### src/bgpio_pkg.sv
// ----------------------------------------------------------------------------
// bgpio_pkg
// shared types, offsets and codes of the banked gpio register block
// ----------------------------------------------------------------------------
package bgpio_pkg;

  // defaults for the top level parameters
  localparam int unsigned NumBanksDef  = 4;
  localparam int unsigned BankWidthDef = 32;

  // bank number as carried between modules, wide enough for eight banks
  localparam int unsigned BankIdxW = 3;

  // register map, byte offsets
  localparam logic [9:0] OfsMaskLow  = 10'h000;
  localparam logic [9:0] OfsMaskHigh = 10'h004;
  localparam logic [9:0] OfsData     = 10'h040;
  localparam logic [9:0] OfsDataRo   = 10'h060;
  localparam logic [9:0] OfsDirm     = 10'h204;
  localparam logic [9:0] OfsOuten    = 10'h208;
  localparam int unsigned CtrlStride = 'h40;
  localparam int unsigned HalfPins      = 16;
  localparam int unsigned ShortBankPins = 22;

  typedef enum logic [1:0] {
    ReqRead   = 2'd0,
    ReqWrite  = 2'd1,
    ReqSample = 2'd2,
    ReqNop    = 2'd3
  } req_e;

  typedef enum logic [2:0] {
    KindNone,
    KindLow,
    KindHigh,
    KindData,
    KindDataRo,
    KindDirm,
    KindOuten
  } kind_e;

  typedef struct packed {
    logic [1:0]  req_type;
    logic [9:0]  address;
    logic [31:0] write_data;
    logic [1:0]  sample_bank;
    logic [31:0] pin_levels;
  } req_t;

  typedef struct packed {
    logic [31:0] read_data;
    logic        access_error;
    logic [1:0]  drive_bank;
    logic [31:0] drive_levels;
    logic [31:0] drive_enables;
  } rsp_t;

  // address decode result
  typedef struct packed {
    kind_e               kind;
    logic [BankIdxW-1:0] bank;
  } dec_t;

endpackage

### src/bgpio_req_if.sv
// ----------------------------------------------------------------------------
// bgpio_req_if
// request channel: valid/ready handshake carrying one access or pin sample
// ----------------------------------------------------------------------------
interface bgpio_req_if;
  logic             valid;
  logic             ready;
  bgpio_pkg::req_t  data;

  modport source (output valid, output data, input ready);
  modport sink   (input valid, input data, output ready);
endinterface

### src/bgpio_rsp_if.sv
// ----------------------------------------------------------------------------
// bgpio_rsp_if
// result channel: valid/ready handshake carrying read data and bank drive
// ----------------------------------------------------------------------------
interface bgpio_rsp_if;
  logic             valid;
  logic             ready;
  bgpio_pkg::rsp_t  data;

  modport source (output valid, output data, input ready);
  modport sink   (input valid, input data, output ready);
endinterface

### src/bgpio_decode.sv
// ----------------------------------------------------------------------------
// bgpio_decode
// maps a byte offset to a register kind and bank
// ----------------------------------------------------------------------------
module bgpio_decode #(
  parameter int unsigned NUM_BANKS = bgpio_pkg::NumBanksDef
) (
  input  logic [9:0]        addr_i,
  output bgpio_pkg::dec_t   dec_o
);

  localparam logic [9:0] MaskEnd  = 10'(8 * NUM_BANKS);
  localparam logic [9:0] DataEnd  = 10'(bgpio_pkg::OfsData + 4 * NUM_BANKS);
  localparam logic [9:0] DataRoEnd = 10'(bgpio_pkg::OfsDataRo + 4 * NUM_BANKS);
  localparam logic [5:0] OutenRel =
    6'(bgpio_pkg::OfsOuten - bgpio_pkg::OfsDirm);

  logic [9:0] data_off;
  logic [9:0] ro_off;
  logic [9:0] ctrl_off;

  assign data_off = addr_i - bgpio_pkg::OfsData;
  assign ro_off   = addr_i - bgpio_pkg::OfsDataRo;
  assign ctrl_off = addr_i - bgpio_pkg::OfsDirm;

  always_comb begin
    dec_o.kind = bgpio_pkg::KindNone;
    dec_o.bank = '0;
    if (addr_i[1:0] != 2'b00) begin
      dec_o.kind = bgpio_pkg::KindNone;
    end else if (addr_i < MaskEnd) begin
      dec_o.bank = addr_i[5:3];
      dec_o.kind = addr_i[2] ? bgpio_pkg::KindHigh : bgpio_pkg::KindLow;
    end else if (addr_i >= bgpio_pkg::OfsData && addr_i < DataEnd) begin
      dec_o.bank = data_off[4:2];
      dec_o.kind = bgpio_pkg::KindData;
    end else if (addr_i >= bgpio_pkg::OfsDataRo && addr_i < DataRoEnd) begin
      dec_o.bank = ro_off[4:2];
      dec_o.kind = bgpio_pkg::KindDataRo;
    end else if (addr_i >= bgpio_pkg::OfsDirm && ctrl_off[9:6] < 4'(NUM_BANKS)) begin
      // per-bank control block on a 0x40 stride
      if (ctrl_off[5:0] == 6'd0) begin
        dec_o.bank = ctrl_off[8:6];
        dec_o.kind = bgpio_pkg::KindDirm;
      end else if (ctrl_off[5:0] == OutenRel) begin
        dec_o.bank = ctrl_off[8:6];
        dec_o.kind = bgpio_pkg::KindOuten;
      end
    end
  end

endmodule

### src/bgpio_bank_regs.sv
// ----------------------------------------------------------------------------
// bgpio_bank_regs
// per-bank latch, direction, enable and sample registers with access logic
// ----------------------------------------------------------------------------
module bgpio_bank_regs #(
  parameter int unsigned NUM_BANKS  = bgpio_pkg::NumBanksDef,
  parameter int unsigned BANK_WIDTH = bgpio_pkg::BankWidthDef
) (
  input  logic             clk_i,
  input  logic             rst_ni,
  input  logic             upd_i,
  input  bgpio_pkg::req_t  req_i,
  input  bgpio_pkg::dec_t  dec_i,
  output bgpio_pkg::rsp_t  rsp_o
);

  localparam int unsigned Biw = (NUM_BANKS > 1) ? $clog2(NUM_BANKS) : 1;
  localparam int unsigned Hp  = bgpio_pkg::HalfPins;

  logic [BANK_WIDTH-1:0] latch_q [NUM_BANKS];
  logic [BANK_WIDTH-1:0] dir_q   [NUM_BANKS];
  logic [BANK_WIDTH-1:0] oen_q   [NUM_BANKS];
  logic [BANK_WIDTH-1:0] samp_q  [NUM_BANKS];

  logic [bgpio_pkg::BankIdxW-1:0] bank;
  logic [Biw-1:0]        idx;
  logic [BANK_WIDTH-1:0] pm;
  logic [BANK_WIDTH-1:0] wd;
  logic [31:0]           sel32;
  logic [31:0]           dat32;
  logic [BANK_WIDTH-1:0] mwe;
  logic [BANK_WIDTH-1:0] mdat;
  logic [BANK_WIDTH-1:0] latch_d;
  logic [BANK_WIDTH-1:0] dir_d;
  logic [BANK_WIDTH-1:0] oen_d;
  logic [BANK_WIDTH-1:0] samp_d;
  logic                  we_latch;
  logic                  we_dir;
  logic                  we_oen;
  logic                  we_samp;
  logic [31:0]           rdata;
  logic                  err;

  // existing pins of the addressed bank, bank 1 is short
  always_comb begin
    for (int i = 0; i < BANK_WIDTH; i++) begin
      pm[i] = !(idx == Biw'(1) && i >= bgpio_pkg::ShortBankPins);
    end
  end

  // bank selection and error flag
  always_comb begin
    bank = '0;
    err  = 1'b0;
    if (req_i.req_type == bgpio_pkg::ReqRead || req_i.req_type == bgpio_pkg::ReqWrite) begin
      if (dec_i.kind == bgpio_pkg::KindNone) begin
        err = 1'b1;
      end else begin
        bank = dec_i.bank;
        if (req_i.req_type == bgpio_pkg::ReqRead &&
            (dec_i.kind == bgpio_pkg::KindLow || dec_i.kind == bgpio_pkg::KindHigh)) begin
          err = 1'b1;
        end
      end
    end else if (req_i.req_type == bgpio_pkg::ReqSample) begin
      if ({2'b00, req_i.sample_bank} < 4'(NUM_BANKS)) begin
        bank = bgpio_pkg::BankIdxW'(req_i.sample_bank);
      end
    end
  end

  assign idx = bank[Biw-1:0];
  assign wd  = req_i.write_data[BANK_WIDTH-1:0] & pm;

  // masked word: mask bit zero selects the data bit
  always_comb begin
    if (dec_i.kind == bgpio_pkg::KindHigh) begin
      sel32 = {~req_i.write_data[31:Hp], 16'h0000};
      dat32 = {req_i.write_data[Hp-1:0], 16'h0000};
    end else begin
      sel32 = {16'h0000, ~req_i.write_data[31:Hp]};
      dat32 = {16'h0000, req_i.write_data[Hp-1:0]};
    end
  end

  assign mwe  = sel32[BANK_WIDTH-1:0] & pm;
  assign mdat = dat32[BANK_WIDTH-1:0];

  always_comb begin
    latch_d  = latch_q[idx];
    dir_d    = dir_q[idx];
    oen_d    = oen_q[idx];
    samp_d   = samp_q[idx];
    we_latch = 1'b0;
    we_dir   = 1'b0;
    we_oen   = 1'b0;
    we_samp  = 1'b0;
    rdata    = '0;
    if (req_i.req_type == bgpio_pkg::ReqRead) begin
      case (dec_i.kind)
        bgpio_pkg::KindData:   rdata = 32'(latch_q[idx]);
        bgpio_pkg::KindDataRo: rdata = 32'(samp_q[idx]);
        bgpio_pkg::KindDirm:   rdata = 32'(dir_q[idx]);
        bgpio_pkg::KindOuten:  rdata = 32'(oen_q[idx]);
        default:               rdata = '0;
      endcase
    end else if (req_i.req_type == bgpio_pkg::ReqWrite) begin
      case (dec_i.kind)
        bgpio_pkg::KindLow, bgpio_pkg::KindHigh: begin
          latch_d  = (latch_q[idx] & ~mwe) | (mdat & mwe);
          we_latch = 1'b1;
        end
        bgpio_pkg::KindData: begin
          latch_d  = wd;
          we_latch = 1'b1;
        end
        bgpio_pkg::KindDirm: begin
          dir_d  = wd;
          we_dir = 1'b1;
        end
        bgpio_pkg::KindOuten: begin
          oen_d  = wd;
          we_oen = 1'b1;
        end
        default: ;
      endcase
    end else if (req_i.req_type == bgpio_pkg::ReqSample) begin
      if ({2'b00, req_i.sample_bank} < 4'(NUM_BANKS)) begin
        samp_d  = req_i.pin_levels[BANK_WIDTH-1:0] & pm;
        we_samp = 1'b1;
      end
    end
  end

  // drive report reflects state after this item
  assign rsp_o.read_data     = rdata;
  assign rsp_o.access_error  = err;
  assign rsp_o.drive_bank    = bank[1:0];
  assign rsp_o.drive_levels  = 32'(latch_d);
  assign rsp_o.drive_enables = 32'(dir_d & oen_d);

  always_ff @(posedge clk_i or negedge rst_ni) begin
    if (!rst_ni) begin
      for (int b = 0; b < NUM_BANKS; b++) begin
        latch_q[b] <= '0;
        dir_q[b]   <= '0;
        oen_q[b]   <= '0;
        samp_q[b]  <= '0;
      end
    end else if (upd_i) begin
      if (we_latch) latch_q[idx] <= latch_d;
      if (we_dir)   dir_q[idx]   <= dir_d;
      if (we_oen)   oen_q[idx]   <= oen_d;
      if (we_samp)  samp_q[idx]  <= samp_d;
    end
  end

endmodule

### src/banked_gpio_masked_write_regs.sv
// ----------------------------------------------------------------------------
// banked_gpio_masked_write_regs
// register block of a banked gpio controller with masked output writes
// ----------------------------------------------------------------------------
// usage
//   req_i carries one item per handshake: a bus read, a bus write or a pin
//   sample of one bank. rsp_o returns exactly one item per request, in order,
//   with read data, an access error flag and the drive levels and enables of
//   the bank touched (bank 0 when nothing was addressed)
//   an item taken into the input register moves on into the result register
//   when that is free or being emptied, and its result is offered from there
//   throughput is one item per cycle unless stalled; the input and result
//   register form two stages, so a new item is taken while a result waits
//   when the receiver stalls, the result holds and the staged item waits in
//   the input register; req_i.ready drops only when both stages are full
//   reset clears all latches, directions (all inputs), enables and samples,
//   and empties both stages; the block is ready in the first cycle after it
// ----------------------------------------------------------------------------
module banked_gpio_masked_write_regs #(
  parameter int unsigned NUM_BANKS  = bgpio_pkg::NumBanksDef,
  parameter int unsigned BANK_WIDTH = bgpio_pkg::BankWidthDef
) (
  input  logic          clk_i,
  input  logic          rst_ni,
  bgpio_req_if.sink     req_i,
  bgpio_rsp_if.source   rsp_o
);

  // input stage
  logic            in_valid_q;
  logic            in_valid_d;
  bgpio_pkg::req_t req_q;

  // result stage
  logic            out_valid_q;
  logic            out_valid_d;
  bgpio_pkg::rsp_t rsp_q;

  bgpio_pkg::dec_t dec;
  bgpio_pkg::rsp_t rsp_calc;
  logic            load;
  logic            advance;

  // staged item moves on when the result register is free or being emptied
  assign advance     = in_valid_q & (~out_valid_q | rsp_o.ready);
  assign req_i.ready = ~in_valid_q | advance;
  assign load        = req_i.valid & req_i.ready;

  assign in_valid_d  = load ? 1'b1 : (advance ? 1'b0 : in_valid_q);
  assign out_valid_d = advance ? 1'b1 : (rsp_o.ready ? 1'b0 : out_valid_q);

  always_ff @(posedge clk_i or negedge rst_ni) begin
    if (!rst_ni) begin
      in_valid_q  <= 1'b0;
      out_valid_q <= 1'b0;
    end else begin
      in_valid_q  <= in_valid_d;
      out_valid_q <= out_valid_d;
    end
  end

  // payload registers, no reset needed
  always_ff @(posedge clk_i) begin
    if (load) begin
      req_q <= req_i.data;
    end
    if (advance) begin
      rsp_q <= rsp_calc;
    end
  end

  // offset decode of the staged item
  bgpio_decode #(
    .NUM_BANKS (NUM_BANKS)
  ) u_decode (
    .addr_i (req_q.address),
    .dec_o  (dec)
  );

  // bank state and the access itself; state updates as the item moves on
  bgpio_bank_regs #(
    .NUM_BANKS  (NUM_BANKS),
    .BANK_WIDTH (BANK_WIDTH)
  ) u_bank_regs (
    .clk_i  (clk_i),
    .rst_ni (rst_ni),
    .upd_i  (advance),
    .req_i  (req_q),
    .dec_i  (dec),
    .rsp_o  (rsp_calc)
  );

  assign rsp_o.valid = out_valid_q;
  assign rsp_o.data  = rsp_q;

  // an error never comes with read data
  a_err_no_data : assert property (@(posedge clk_i) disable iff (!rst_ni)
    rsp_o.valid && rsp_o.data.access_error |-> rsp_o.data.read_data == 32'h0)
    else $error("read data on an access error");

  // an empty result stage never holds back the input
  a_ready_when_empty : assert property (@(posedge clk_i) disable iff (!rst_ni)
    !rsp_o.valid |-> req_i.ready)
    else $error("input stalled with empty result stage");

  // reported bank exists
  a_bank_range : assert property (@(posedge clk_i) disable iff (!rst_ni)
    rsp_o.valid |-> {2'b00, rsp_o.data.drive_bank} < 4'(NUM_BANKS))
    else $error("drive report for a missing bank");

  // the short bank never drives its missing pins
  a_short_bank : assert property (@(posedge clk_i) disable iff (!rst_ni)
    rsp_o.valid && rsp_o.data.drive_bank == 2'd1 |->
      rsp_o.data.drive_levels[31:bgpio_pkg::ShortBankPins] == '0 &&
      rsp_o.data.drive_enables[31:bgpio_pkg::ShortBankPins] == '0)
    else $error("bank 1 drives a missing pin");

endmodule

### src/flat_wrapper.sv
// flat-port wrapper written by rule: the top's interface ports become plain ports
module banked_gpio_masked_write_regs_flat 
#(
  parameter int unsigned NUM_BANKS  = bgpio_pkg::NumBanksDef,
  parameter int unsigned BANK_WIDTH = bgpio_pkg::BankWidthDef
)
  (clk_i, rst_ni, req_i_valid, req_i_data, req_i_ready, rsp_o_valid, rsp_o_data, rsp_o_ready);
  bgpio_req_if req_i_i ();
  bgpio_rsp_if rsp_o_i ();
  input  logic clk_i;
  input  logic rst_ni;
  input wire logic [$bits(req_i_i.valid)-1:0] req_i_valid;
  input wire logic [$bits(req_i_i.data)-1:0] req_i_data;
  output wire logic [$bits(req_i_i.ready)-1:0] req_i_ready;
  output wire logic [$bits(rsp_o_i.valid)-1:0] rsp_o_valid;
  output wire logic [$bits(rsp_o_i.data)-1:0] rsp_o_data;
  input wire logic [$bits(rsp_o_i.ready)-1:0] rsp_o_ready;
  assign req_i_i.valid = req_i_valid;
  assign req_i_i.data = req_i_data;
  assign req_i_ready = req_i_i.ready;
  assign rsp_o_valid = rsp_o_i.valid;
  assign rsp_o_data = rsp_o_i.data;
  assign rsp_o_i.ready = rsp_o_ready;
  banked_gpio_masked_write_regs #(.NUM_BANKS(NUM_BANKS), .BANK_WIDTH(BANK_WIDTH)) u_core (.clk_i(clk_i), .rst_ni(rst_ni), .req_i(req_i_i), .rsp_o(rsp_o_i));
endmodule
### config.mk
export PLATFORM = sky130hd
export DESIGN_NAME = banked_gpio_masked_write_regs_flat
export DESIGN_NICKNAME = d
export VERILOG_FILES = /design/src/bgpio_pkg.sv /design/src/bgpio_req_if.sv /design/src/bgpio_rsp_if.sv /design/src/bgpio_decode.sv /design/src/bgpio_bank_regs.sv /design/src/banked_gpio_masked_write_regs.sv /design/src/flat_wrapper.sv
export SDC_FILE = /design/constraint.sdc
export NUM_CORES = 1
export LEC_CHECK = 0
export BUFFER_PORTS_ARGS = -buffer_cell sky130_fd_sc_hd__clkbuf_2
export CELL_PAD_IN_SITES_DETAIL_PLACEMENT = 2
export CELL_PAD_IN_SITES_GLOBAL_PLACEMENT = 2
export CORE_UTILIZATION = 40
export CTS_CLUSTER_DIAMETER = 40
export DETAILED_ROUTE_END_ITERATION = 8
export HOLD_SLACK_MARGIN = 0.03
export PLACE_DENSITY_LB_ADDON = 0.3
export SLEW_MARGIN = 20
export SYNTH_ARGS = -nofsm -noshare
export SYNTH_HDL_FRONTEND = slang
export SYNTH_SLANG_ARGS = --single-unit
### constraint.sdc
create_clock -name clk_i -period 3.8 [get_ports clk_i]
set_input_delay 0.38 -clock clk_i [delete_from_list [all_inputs] [get_ports clk_i]]
set_output_delay 0.38 -clock clk_i [all_outputs]
set_load 0.005 [all_outputs]
==> qor.log, run 1 <==
INFO  outcome        status=finished, violations left
INFO  outcome        violations=setup timing
INFO  clock_network  path_clk_slew=0.05ns
INFO  min_path       worstHoldPathCells=2
INFO  sta            worst_slew_pin_slew=1.09ns
INFO  synth          dominantRegCellSynth=dfrtp_1
INFO  global_route   grt.overflow.total=0
INFO  setup_path     worst-r2r-setup-slack=-0.07ns
INFO  placed_design  port_buffers=182
INFO  synth          synth_sequential_area_ratio=57.1%
INFO  clock_network  clk_path_buf_depth=3
INFO  min_path       hold_end=u_core.req_q[40]
INFO  setup_path     cp_data_arrival_time=4.37ns
INFO  sta            setup-violations-final=2
INFO  clock_network  clkLatencyLatePin=0.73ns
INFO  finish         final_nets=3,408
INFO  routing        total_routed_wirelength=162,000µm
INFO  routing        drc=0
INFO  sta            timing.final.ws_setup=-0.0712ns
INFO  setup_path     crit_path_max_fanout=9
INFO  sta            rsz_0062_raised_after_global_routing=false
INFO  setup_path     worst_r2r_path_depth=11
INFO  placed_design  globalplace.congestion=0.862
INFO  sta            timing.max_slew.rel_slack=27.3%
INFO  die            coreArea=78,900µm²
INFO  setup_path     critPathLaunchType=flop
INFO  global_route   antenna_found_initial=7
INFO  clock_network  htreeDepth=3
INFO  synth          synthMostInstantiatedCell=dfrtp_1
INFO  synth          netlist_area=31,900µm²
INFO  setup_path     critical_path_class=reg2reg
INFO  routing        drt_iter0_drc=3,099
INFO  clock_network  tritoncts_clock_tree=done
INFO  routing        route.detailed.wl_per_inst=36.2µm
INFO  setup_path     end_kind=flop
INFO  clock_network  cts_made_buffers=121
INFO  die            die-area=80,800µm²
INFO  min_path       hold_class=in2reg
INFO  pwr            peakVddDrop=0.467mV
INFO  synth          yosysWarningCount=0
INFO  setup_path     crit-reg2reg-capture=u_core.rsp_o.data[77]
INFO  synth          synth_cell_type_count=66
INFO  sta            min_period_over_period=102%
INFO  routing        detail-route-antenna-nets=0
INFO  global_route   gr-usage-all-layers=39.9%
INFO  finish         area_growth_syn_to_layout=24.7%
INFO  finish         layout.filler_cells=7,713
INFO  synth          yosys.area.top_type_share=40.4%
INFO  finish         fin_util=50.4%
INFO  sta            fin_setup_tns=-0.134ns
INFO  min_path       hold_path.startpoint=req_i_data[40]
INFO  global_route   wire_length_of_the_first_global_routing_pass=239,000µm
INFO  sta            final_hold_viol_count=0
INFO  die            die_y=284µm
INFO  synth          synth_area_per_cell=10.4µm²
INFO  synth          post_synth_main_area_contributors=dfrtp_1, edfxtp_1, mux2_2, o21ai_0, nand2_1
INFO  global_route   first_global_vias=33,800
INFO  synth          synthArstFlopShare=74.4%
INFO  clock_network  clock_tree.root_cell=clkbuf_16
INFO  routing        vias=30,600
INFO  routing        vias_per_std_cell=6.82
INFO  run            timing.max_cap.violations=0
INFO  setup_path     critical_path_required=4.30ns
INFO  sta            finClkSkew=0.0383ns
INFO  synth          syn_nets=3,152
INFO  die            i_o_pins=183
INFO  pwr            power.leakage=17.5nW
INFO  sta            min_period=3.87ns
INFO  synth          synthesis.instances=3,070
INFO  synth          count_of_flip_flops_with_a_built_in_enable_after_synthesis=177
INFO  pwr            pwr_density_cell=554nW/µm²
INFO  finish         proportion_of_layout_cells_with_a_drive_suffix_above_1=24.2%
INFO  die            initial_core_util=40.4%
INFO  sta            maxClockFrequency=0.258GHz
INFO  placed_design  place.detailed.hpwl=86,500µm
INFO  synth          yosysTopAreaCell=dfrtp_1
INFO  die            die_w=284µm
INFO  clock_network  clkSinkCount=691
INFO  sta            timing.final.max_slew_violations=0
INFO  synth          netlist_top_cells_count=dfrtp_1, nand2_1, o21ai_0
INFO  global_route   maximum_number_of_pins_on_one_net_before_global_route_repair=107
INFO  setup_path     worstReg2RegStart=u_core.req_q[71]
INFO  die            std_cell_rows=103
INFO  synth          yosys_register_bits=691
INFO  routing        first_pass_iters=6
flip-flops by register name, indices dropped and copies added (netlist names):
signal and cells:
u_core.u_bank_regs.latch_q 128, u_core.in_valid_q 1, u_core.u_bank_regs.samp_q 128, u_core.u_bank_regs.oen_q 128, u_core.u_bank_regs.dir_q 128, u_core.req_q 78, u_core.rsp_o.valid 1, u_core.rsp_o.data 99
report_power, final:
part	internal (mW)	total [mW]	leakage [nW]	switching, mW
Clock	7.62	12.1	2.16	4.49
Sequential	8.02	8.40	8.84	0.384
Combinational	0.479	1.49	6.48	1.01
worst max-delay path, stage by stage, from the launching register on:
cell      delay [ns]
edfxtp_1        0.60
nor4b_4         0.34
buf_4           0.19
buf_4           0.14
nand2_1         0.17
nor3_2          0.65
nand2_1         0.46
buf_4           0.33
a21oi_1         0.22
nor4_1          0.12
buf_4           0.16
a21oi_2         0.28
kinds of logic after synthesis:
| family | share of synthesized area (%) |
|---|---|
| compound gates | 19.2 |
| xor+xnor | 0.0275 |
| buf+inv | 3.94 |
| flops | 57.1 |
| mux | 8.31 |
| simple gates | 11.4 |
cell usage in the layout (no fill, tap or decap), types with 7 or more instances in the layout:
cell type and instances:
a211oi_1 7, a21oi_1 214, a221oi_2 14, a22oi_1 115
a22oi_2 7, a31oi_1 152, a32oi_1 14, and2_1 27
and3_1 7, buf_12 24, buf_4 130, bufinv_16 17
clkbuf_1 10, clkbuf_16 128, clkbuf_2 181, clkbuf_8 15
clkinv_2 22, clkinvlp_4 12, dfrtp_1 514, dlygate4sd3_1 82
edfxtp_1 177, inv_6 14, mux2_1 19, mux2_2 192
mux2_4 10, mux2i_1 12, nand2_1 422, nand3_1 101
nor2_1 179, nor2b_1 13, nor3_1 9, nor3_2 8
nor4_1 14, o21ai_0 384, o21ai_1 24, o221ai_1 11
o22ai_1 29, o311ai_1 8, o31ai_1 11
how the worst max path moves through the flow:
stage | slack, ns | cells past startpoint | from | to
2_1_floorplan | 0.53 | 8 | rsp_o_ready | u_core.u_bank_regs.latch_q[73]
6_report | -0.07 | 11 | u_core.req_q[71] | u_core.rsp_o.data[77]
5_1_grt | 0.004 | 10 | u_core.req_q[73] | u_core.rsp_o.data[92]
3_5_place_dp | 0.05 | 10 | u_core.req_q[71] | u_core.rsp_o.data[77]
4_1_cts | 0.01 | 10 | u_core.req_q[71] | u_core.rsp_o.data[37]
3_3_place_gp | 0.14 | 10 | u_core.req_q[68] | u_core.rsp_o.data[80]
what timing repair did:
action,in CTS,in global routing
gates resized for setup,4,15
hold buffers,82,0
setup endpoints to repair,6,39
setup buffers,2,8
endpoints found under the hold margin,176,0
pin swaps,2,2
area by class of cell:
cell class | count | area, µm² | area share [%]
well taps | 1050 | 1310 | 3.31
multi-input cells | 2089 | 12600 | 31.7
diodes | 3 | 7.51 | 0.0189
inverters | 4 | 20.0 | 0.0504
clock buffers | 153 | 3450 | 8.67
repair buffers | 419 | 3210 | 8.08
flip-flops and latches | 691 | 18200 | 45.7
clock inverters | 78 | 977 | 2.46
stage by stage:
stage	worst slack, ns	hold WS [ns]	total power [mW]	instances	cell area (µm²)
floorplan	0.527	0.0844	8.96	3070	31900
global placement	0.136	0.451	9.65	4161	34300
detailed placement	0.0524	0.457	9.76	4161	34300
CTS	0.0149	0.369	21.8	4476	39600
global route	0.00367	0.392	22.4	4484	39700
finish	-0.0712	0.381	22.0	4487	39700
layer usage:
metal | track usage, % | up-vias | part of all wire (%)
met2 | 64.7 | 2204 | 47
li1 | - | 11800 | -
met3 | 9.09 | 767 | 8.7
met4 | 27.8 | 6 | 7.6
met1 | 47.1 | 15900 | 36
met5 | 0 | - | 0.023
No activity file was read; power rests on OpenSTA's default activity.
==> run 2, diff against run 1 <==
==> constraint.sdc (replaced) <==
create_clock -name clk_i -period 4.3 [get_ports clk_i]
set_input_delay 0.43 -clock clk_i [delete_from_list [all_inputs] [get_ports clk_i]]
set_output_delay 0.43 -clock clk_i [all_outputs]
set_load 0.005 [all_outputs]
==> qor.log, run 2 (synthesis results as in run 1) <==
INFO  outcome        status=completed [was finished, violations left]
INFO  finish         final_nets=3,383 [was 3,408]
INFO  routing        drt_iter0_drc=2,682 [was 3,099]
INFO  die            die_y=284µm [unchanged]
INFO  routing        first_pass_iters=7 [was 6]
INFO  global_route   first_global_vias=32,600 [was 33,800]
INFO  placed_design  port_buffers=182 [unchanged]
INFO  placed_design  place.detailed.hpwl=85,400µm [was 86,500 µm]
INFO  pwr            finalPower=19.5mW [was 22.0 mW]
INFO  pwr            power.leakage=17.3nW [was 17.5 nW]
INFO  clock_network  post-cts-setup-buffers=0 [was 2]
INFO  die            i_o_pins=183 [unchanged]
INFO  min_path       hold_class=in2async [was in2reg]
INFO  setup_path     critical_path_class=reg2reg [unchanged]
INFO  clock_network  htreeDepth=4 [was 3]
INFO  setup_path     critical-path-slowest-cell=o21ai_4 [was nor3_2]
INFO  sta            rsz_0062_raised_after_global_routing=false [unchanged]
INFO  die            coreArea=78,900µm² [unchanged]
INFO  clock_network  cts_made_buffers=132 [was 121]
INFO  setup_path     crit_path_max_fanout=46 [was 9]
INFO  die            die-area=80,800µm² [unchanged]
INFO  global_route   gr-usage-all-layers=37.2% [was 39.9%]
INFO  clock_network  clkLatencyLatePin=0.75ns [was 0.73 ns]
INFO  routing        drc=0 [unchanged]
INFO  clock_network  path_clk_slew=0.05ns [about the same]
INFO  global_route   antenna_found_initial=6 [was 7]
INFO  sta            fin_setup_tns=0ns [was -0.134 ns]
INFO  setup_path     cp_cell_sequence=and3b_1 > o21a_1 > o21ai_4 > buf_4 > a31oi_1 > a22oi_1 > a22oi_1 > a21oi_1 [was nor4b_4 > buf_4 > buf_4 > nand2_1 > nor3_2 > nand2_1 > buf_4 > a21oi_1 > nor4_1 > buf_4 > a21oi_2]
INFO  pwr            pwr_density_cell=495nW/µm² [was 554 nW/µm²]
INFO  finish         proportion_of_layout_cells_with_a_drive_suffix_above_1=23.2% [was 24.2%]
INFO  placed_design  globalplace.congestion=0.870 [was 0.862]
INFO  clock_network  tritoncts_clock_tree=done [unchanged]
INFO  die            initial_core_util=40.4% [unchanged]
INFO  setup_path     critical_path_required=4.86ns [was 4.30 ns]
INFO  finish         area_growth_syn_to_layout=23.8% [was 24.7%]
INFO  clock_network  clkSinkCount=691 [unchanged]
INFO  finish         layout.cells.most_common=dfrtp_1 [unchanged]
INFO  routing        vias=29,300 [was 30,600]
INFO  clock_network  clock_tree.root_cell=clkbuf_16 [unchanged]
INFO  routing        route.detailed.wl_per_inst=33.9µm [was 36.2 µm]
INFO  global_route   wire_length_of_the_first_global_routing_pass=224,000µm [was 239,000 µm]
INFO  die            die_w=284µm [unchanged]
INFO  finish         layout.filler_cells=7,808 [was 7,713]
INFO  setup_path     crit_family=compound AO/OA/AOI/OAI gates [was simple AND/OR/NAND/NOR gates]
INFO  finish         mostFrequentLayoutCells=dfrtp_1, nand2_1, o21ai_0, a21oi_1, mux2_2 [unchanged]
INFO  pwr            peakVddDrop=0.358mV [was 0.467 mV]
INFO  sta            finClkSkew=0.0401ns [was 0.0383 ns]
INFO  sta            timing.max_slew.rel_slack=24.6% [was 27.3%]
INFO  sta            maxClockFrequency=0.241GHz [was 0.258 GHz]
INFO  die            std_cell_rows=103 [unchanged]
INFO  setup_path     most_used_cell_along_the_critical_path=a22oi_1 [was buf_4]
INFO  sta            min_period_over_period=96.4% [was 102%]
INFO  sta            setup-violations-final=0 [was 2]
INFO  clock_network  clk_path_buf_depth=3 [unchanged]
INFO  setup_path     worst_path_largest_cell_delay=0.69ns [was 0.65 ns]
INFO  setup_path     end_kind=flop [unchanged]
INFO  sta            timing.final.max_slew_violations=0 [unchanged]
INFO  routing        total_routed_wirelength=151,000µm [was 162,000 µm]
INFO  global_route   maximum_number_of_pins_on_one_net_before_global_route_repair=107 [unchanged]
INFO  clock_network  cts.repair.resized=0 [was 4]
INFO  sta            final_hold_viol_count=0 [unchanged]
INFO  run            timing.max_cap.violations=0 [unchanged]
INFO  setup_path     cp_data_arrival_time=4.71ns [was 4.37 ns]
INFO  global_route   grt.overflow.total=0 [unchanged]
INFO  sta            min_period=4.14ns [was 3.87 ns]
INFO  sta            worst_slew_pin_slew=1.13ns [was 1.09 ns]
INFO  routing        detail-route-antenna-nets=0 [unchanged]
INFO  setup_path     critPathLaunchType=flop [unchanged]
INFO  setup_path     cp_num_buf_inv=1 [was 4]
INFO  routing        vias_per_std_cell=6.58 [was 6.82]
-- run 2: cell count changes in the layout (fill, tap and decap cells not counted), sizes merged --
cell         change
buf             -35
bufinv           -7
clkbuf          +18
clkinv           +5
clkinvlp         -1
diode            -2
dlygate4sd3      -1
inv              -2
-- run 2: worst paths after layout --
kind                                          startpoint                             to  slack, ns  cells after the start
max in group asynchronous                         rst_ni   u_core.u_bank_regs.dir_q[95]       2.78                      3
min reg2reg                u_core.u_bank_regs.samp_q[42]  u_core.u_bank_regs.samp_q[42]       0.47                      2
min in group clk_i                        req_i_data[23]               u_core.req_q[23]       0.41                      2
max reg2reg                             u_core.req_q[70]          u_core.rsp_o.data[89]       0.16                      8
max                                     u_core.req_q[70]          u_core.rsp_o.data[89]       0.16                      8
min                                               rst_ni   u_core.u_bank_regs.dir_q[22]       0.36                      2
-- run 2: routing by layer --
layer,vias to the layer above,global-route usage [%],part of all wire (%)
met1,15500,45.1,38
met5,-,0,0.037
met4,8,22.9,6.4
met2,1641,60.6,48
li1,11700,-,-
met3,543,7.88,7.1
-- run 2: worst reg2reg max path, delay by kind of cell (launching register included) --
kind | cells | cell delay (ns)
DFF | 1 | 0.60
AOI/OAI and AO/OA | 6 | 2.52
and+or+nand+nor | 1 | 0.25
buffers and inverters | 1 | 0.63
-- run 2: through the flow --
step	util [%]	cells	hold slack (ns)	instance area (µm²)	setup slack (ns)
2_1_floorplan	-	3070	0.134	31900	0.977
3_3_place_gp	43.1	4136	0.451	34000	0.520
3_5_place_dp	43.1	4136	0.461	34000	0.420
4_1_cts	50.0	4461	0.384	39400	0.351
5_1_grt	50.0	4461	0.420	39400	0.171
6_report	50.0	4462	0.364	39400	0.157
-- run 2: repair_timing --
action / 4_1_cts / 5_1_grt
hold buffers: 81 / 0
hold endpoints to repair: 166 / 0
endpoints found under the setup margin: 0 / 0
-- run 2: final cells by class --
cell class              instances  area, µm²  share of cell area, %
flip-flops and latches        691      18200                   46.1
clock buffers                 171       3800                   9.64
multi-input cells            2089      12500                   31.7
diodes                          1       2.50                0.00635
well taps                    1050       1310                   3.33
clock inverters                73        785                   1.99
inverters                       4       17.5                 0.0444
repair buffers                383       2820                   7.15
-- run 2: report_power, final --
group | internal, mW | switching (mW)
clock network | 6.89 | 3.97
registers | 7.09 | 0.329
logic | 0.407 | 0.841
total | 14.4 | 5.14
